File: src/sv/qvm_pkg.sv
// qvm_pkg: shared widths, fixed-point types and payload structs for the
// quaternion view matrix pipeline. No dependencies.
package qvm_pkg;

  // field widths
  localparam int QW = 16;         // Q1.14 quaternion and axis components
  localparam int PW = 32;         // Q16.16 position and translation

  // rotation and normalization
  localparam int VEC_W = 34;      // Q.28 rotated vector component
  localparam int RED_SHIFT = 4;   // Q.28 to Q.24 reduction
  localparam int R_W = 30;        // reduced component, signed
  localparam int SQ_W = 58;       // square of one reduced component
  localparam int SUM_W = 58;      // sum of three squares
  localparam int ROOT_W = 29;     // integer square root of the sum
  localparam int SQ_STEPS = 29;   // one root bit per stage
  localparam int FRAC = 14;       // fraction bits of Q1.14
  localparam int DIV_W = 44;      // division remainder
  localparam int Q_W = 15;        // quotient magnitude, at most 2^14

  // translation
  localparam int PROD_W = 48;     // axis times position
  localparam int DOT_W = 50;      // sum of three products

  // lanes of the two normalizers
  localparam int AXIS_LANES = 2;
  localparam int SIDE_LANES = 1;

  typedef logic signed [QW-1:0] q14_t;
  typedef logic signed [PW-1:0] fix_t;
  typedef logic signed [VEC_W-1:0] vec_t;

  localparam fix_t FIX_MAX = {1'b0, {(PW-1){1'b1}}};
  localparam fix_t FIX_MIN = {1'b1, {(PW-1){1'b0}}};

  typedef struct packed {
    q14_t quat_w;
    q14_t quat_x;
    q14_t quat_y;
    q14_t quat_z;
    fix_t pos_x;
    fix_t pos_y;
    fix_t pos_z;
  } quat_t;

  typedef struct packed {
    q14_t side_x;
    q14_t side_y;
    q14_t side_z;
    q14_t up_x;
    q14_t up_y;
    q14_t up_z;
    q14_t fwd_x;
    q14_t fwd_y;
    q14_t fwd_z;
    fix_t trans_side;
    fix_t trans_up;
    fix_t trans_fwd;
  } view_t;

  typedef struct packed {
    fix_t x;
    fix_t y;
    fix_t z;
  } pos_t;

  // what travels beside the side axis while it is formed and normalized
  typedef struct packed {
    q14_t [2:0] up;
    q14_t [2:0] fwd;
    pos_t       pos;
  } frame_t;

endpackage

File: src/sv/qvm_cross.sv
// qvm_cross: side = up x forward in exact Q.28, two stages, carrying the
// frame alongside. Depends on qvm_pkg.
module qvm_cross (
  input  logic                clk,
  input  logic                rst,
  input  logic                en,
  input  logic                vin,
  input  qvm_pkg::frame_t     fin,
  output logic                vout,
  output qvm_pkg::vec_t [2:0] side_rot,
  output qvm_pkg::frame_t     fout
);
  import qvm_pkg::*;

  logic v1;
  logic signed [2*QW-1:0] p [6];
  frame_t f1;

  always_ff @(posedge clk) begin
    if (rst) begin
      v1   <= 1'b0;
      vout <= 1'b0;
    end else if (en) begin
      v1   <= vin;
      vout <= v1;
    end
  end

  // stage 1: six products
  always_ff @(posedge clk) begin
    if (en) begin
      p[0] <= fin.up[1] * fin.fwd[2];
      p[1] <= fin.up[2] * fin.fwd[1];
      p[2] <= fin.up[2] * fin.fwd[0];
      p[3] <= fin.up[0] * fin.fwd[2];
      p[4] <= fin.up[0] * fin.fwd[1];
      p[5] <= fin.up[1] * fin.fwd[0];
      f1   <= fin;
    end
  end

  // stage 2: differences
  always_ff @(posedge clk) begin
    if (en) begin
      side_rot[0] <= vec_t'(p[0]) - vec_t'(p[1]);
      side_rot[1] <= vec_t'(p[2]) - vec_t'(p[3]);
      side_rot[2] <= vec_t'(p[4]) - vec_t'(p[5]);
      fout        <= f1;
    end
  end

endmodule

File: config.mk
export PLATFORM = sky130hd
export DESIGN_NAME = qvm_cross
export DESIGN_NICKNAME = d
export VERILOG_FILES = /design/src/sv/qvm_pkg.sv /design/src/sv/qvm_cross.sv
export SDC_FILE = /design/constraint.sdc
export NUM_CORES = 2
export LEC_CHECK = 0
export BUFFER_PORTS_ARGS = -buffer_cell sky130_fd_sc_hd__buf_2
export CAP_MARGIN = 20
export CORE_UTILIZATION = 55
export DETAILED_ROUTE_END_ITERATION = 16
export HOLD_SLACK_MARGIN = 0.03
export PLACE_DENSITY = 0.84
export SYNTH_ARGS = -nofsm -noshare
export SYNTH_HDL_FRONTEND = slang
export SYNTH_SLANG_ARGS = --single-unit
File: constraint.sdc
create_clock -name clk -period 10.6 [get_ports clk]
set_input_delay 2.12 -clock clk [delete_from_list [all_inputs] [get_ports clk]]
set_output_delay 2.12 -clock clk [all_outputs]
set_load 0.05 [all_outputs]
==> impl_metrics.ini <==
[run_status]
status = completed

[clock_tree]
cts_max_level = 3
cts_tree = yes
cts-root-buf = clkbuf_16
cts_num_sinks = 677
clock_latency_ns = 0.72
cts_max_path_buffers = 3
postCtsHoldBufs = 0
cts_setup_buffers = 0
cts_buffers = 79
cts.clk_slew.worst_paths_ns = 0.06
cts.repair.resized = 0

[worst_setup_path]
critPathMaxFanout = 33
worst-setup-path-type = in -> reg
rr_worst_depth = 13
regToRegSetupSlack_ns = 6.24
worstPathRequired_ns = 11.02
r2r-end = side_rot[30]
worstSetupEndpointType = flop
crit_arrival_ns = 9.00
rr_startpoint = p[0][0]
crit_path_start_kind = input pin

[hold_path]
min_to = fout[133]
min_path_cells = 0
hp-class = reg -> reg
min_from = f1[133]

[finish]
fin_area_um2 = 90600
area_growth_pct = 8.16
drive_above_1_share = 0.0827
nNetsFinal = 10600
post-route-util = 0.602
regArea_um2 = 20300
nFillCells = 11700
multi_input_area_um2 = 55400

[synth]
ys_types = 78
seq_area_frac_synth = 0.242
ys_ff_latch = 677
async_flop_share = 0
netlist_instances = 7883
synth-edff-count = 675
synth_top_area_frac = 0.376
synth_top_area_cell = fa_1
ys_warn_count = 0
syn_nets = 10200
postSynthAreaPerCell_um2 = 10.6
synthFlopType = edfxtp_1
netlist_area_um2 = 83800
synth_area_leaders = fa_1, edfxtp_1, ha_1

[placement]
portBuffers = 490
dpl_cell_area_um2 = 87900
gp_congestion = 0.963
hpwl_um = 165000

[sta]
finalCritPeriodShare = 0.809
hold_slack_ns = 0.402
setup_tns_ns = 0
clock.fmax_mhz = 117
worstMarginPinSlew_ns = 1.00
rsz0062_at_grt = false
finalWorstPathRequiredPeriod_ns = 8.57
drv_slew = 0
setup_viol = 0
maxSlewHeadroom = 0.332
clock_skew_ns = 0.0394
final-hold-violation-count = 0

[global_routing]
grt_max_degree = 159
grt.overflow.total = 0
antenna_found_initial = 19
track_usage = 0.286
grt_pass1_wl_um = 337000
grt_pass1_vias = 62300

[floorplan]
die_w_um = 392
start_util = 0.557
die_h_um = 392
ios = 491
core_um2 = 150000
floorplan.die_area_um2 = 154000
num_rows = 142

[detailed_routing]
drt_iter0_markers = 4393
wl_um = 214000
vias_per_cell = 5.55
vias = 57000
final_antenna_net_count = 0
firstDrtPassIters = 6
drc = 0
wl_per_cell_um = 20.8

[job]
maxCapViolations = 0
## kinds of logic after synthesis
family / count (synthesis) / share of synthesized area
AND/OR/NAND/NOR: 1987 / 0.117
multiplexers: 2 / 0.000239
flip-flops: 677 / 0.242
adder cells (fa/ha/maj): 2163 / 0.464
buffers and inverters: 2136 / 0.0959
XOR/XNOR: 288 / 0.0301
AO/OA/AOI/OAI: 630 / 0.0497
## stage by stage
stage / setup WS (ns) / std cells
final: 2.03 / 10300
after detailed placement: 1.39 / 10100
after global placement: 1.63 / 10100
after floorplan: 2.44 / 7883
after CTS: 2.10 / 10300
after global routing: 1.74 / 10300
## final cells by class
cell class | count | share of cell area
Antenna cell | 2 | 0.0000552
Clock buffer | 91 | 0.0226
Clock inverter | 55 | 0.00655
Inverter | 1838 | 0.0762
Multi-Input combinational cell | 5070 | 0.612
Sequential cell | 677 | 0.224
Tap cell | 2016 | 0.0278
Timing Repair Buffer | 532 | 0.0309
## synth_stat cells (4+ instances only)
cell,count
inv_1,1837
fa_1,1575
nand2_1,796
and2_1,746
edfxtp_1,675
ha_1,588
clkbuf_1,293
xnor2_1,227
nor2_1,217
a21oi_1,191
a21o_1,110
o21ai_0,94
xor2_1,61
nand2b_1,48
o21bai_1,40
nor3_1,39
o21a_1,39
nand3_1,38
nor2b_1,28
a211oi_1,22
nand4_1,20
and3_1,19
o211ai_1,16
a31oi_1,13
or3_1,12
o31ai_1,10
o31a_1,8
o22ai_1,7
a2111oi_0,6
a21boi_0,6
a31o_2,6
or2_2,6
a311oi_1,5
a41oi_1,5
a221o_1,4
a221oi_1,4
o2111ai_1,4
or4_1,4
## registers in the layout, indices dropped and copies added (netlist names)
register	count
f1	192
fout	192
p	192
side_rot	99
v1	1
vout	1
## cells in the final DEF (no fill, tap or decap), drive strengths merged, types with 6 or more instances in the layout
master / Yosys / layout
clkinvlp: 0 / 9
ha: 588 / 588
a21oi: 192 / 192
a211oi: 23 / 23
o21bai: 40 / 40
a31o: 6 / 6
a21o: 111 / 111
nor2: 217 / 217
clkinv: 1 / 32
clkbuf: 293 / 92
o21a: 39 / 39
buf: 5 / 531
nand2: 796 / 796
nor3: 39 / 39
nor2b: 28 / 28
xor2: 61 / 61
o31ai: 10 / 10
nand2b: 48 / 48
and3: 19 / 19
o21ai: 97 / 97
inv: 1837 / 1848
a21boi: 6 / 6
and2: 747 / 747
or2: 6 / 6
fa: 1575 / 1575
or3: 12 / 12
nand4: 20 / 20
xnor2: 227 / 227
o211ai: 18 / 18
o31a: 8 / 8
edfxtp: 675 / 675
o22ai: 8 / 8
a31oi: 14 / 14
a2111oi: 7 / 7
nand3: 38 / 38
## critical path, cell delays in order
cell	delay, ns
buf_2	0.70
nand2_1	0.18
fa_1	0.58
inv_1	0.05
fa_1	0.49
inv_1	0.05
fa_1	0.53
inv_1	0.05
fa_1	0.40
fa_1	0.56
inv_1	0.06
fa_1	0.49
inv_1	0.05
ha_1	0.38
and3_1	0.29
nand3_1	0.10
o31ai_1	0.39
o31a_1	0.29
a41o_1	0.25
o21bai_1	0.09
a21boi_0	0.38
nor4_1	0.11
a311o_1	0.35
## how the worst max path moves through the flow
stage / startpoint / slack, ns / depth (start not counted) / end
finish: fin[183] / 2.03 / 23 / p[1][31]
global placement: fin[186] / 1.63 / 20 / p[2][30]
CTS: fin[183] / 2.10 / 23 / p[1][31]
detailed placement: fin[183] / 1.39 / 23 / p[1][31]
global route: fin[97] / 1.74 / 22 / p[5][31]
floorplan: fin[170] / 2.44 / 20 / p[0][31]
## layer usage
| layer | GRT usage | routed length, µm | up-vias | share of wire |
|---|---|---|---|---|
| li1 | - | - | 24600 | - |
| met1 | 0.352 | 76800 | 28800 | 0.36 |
| met2 | 0.470 | 102000 | 2954 | 0.48 |
| met3 | 0.0661 | 21500 | 633 | 0.10 |
| met4 | 0.154 | 12900 | 18 | 0.060 |
| met5 | 0 | 128 | - | 0.00060 |
Power is left out: the tool's default activity adds up to more than one toggle a clock period on the data nets, which glitch-free logic cannot reach.
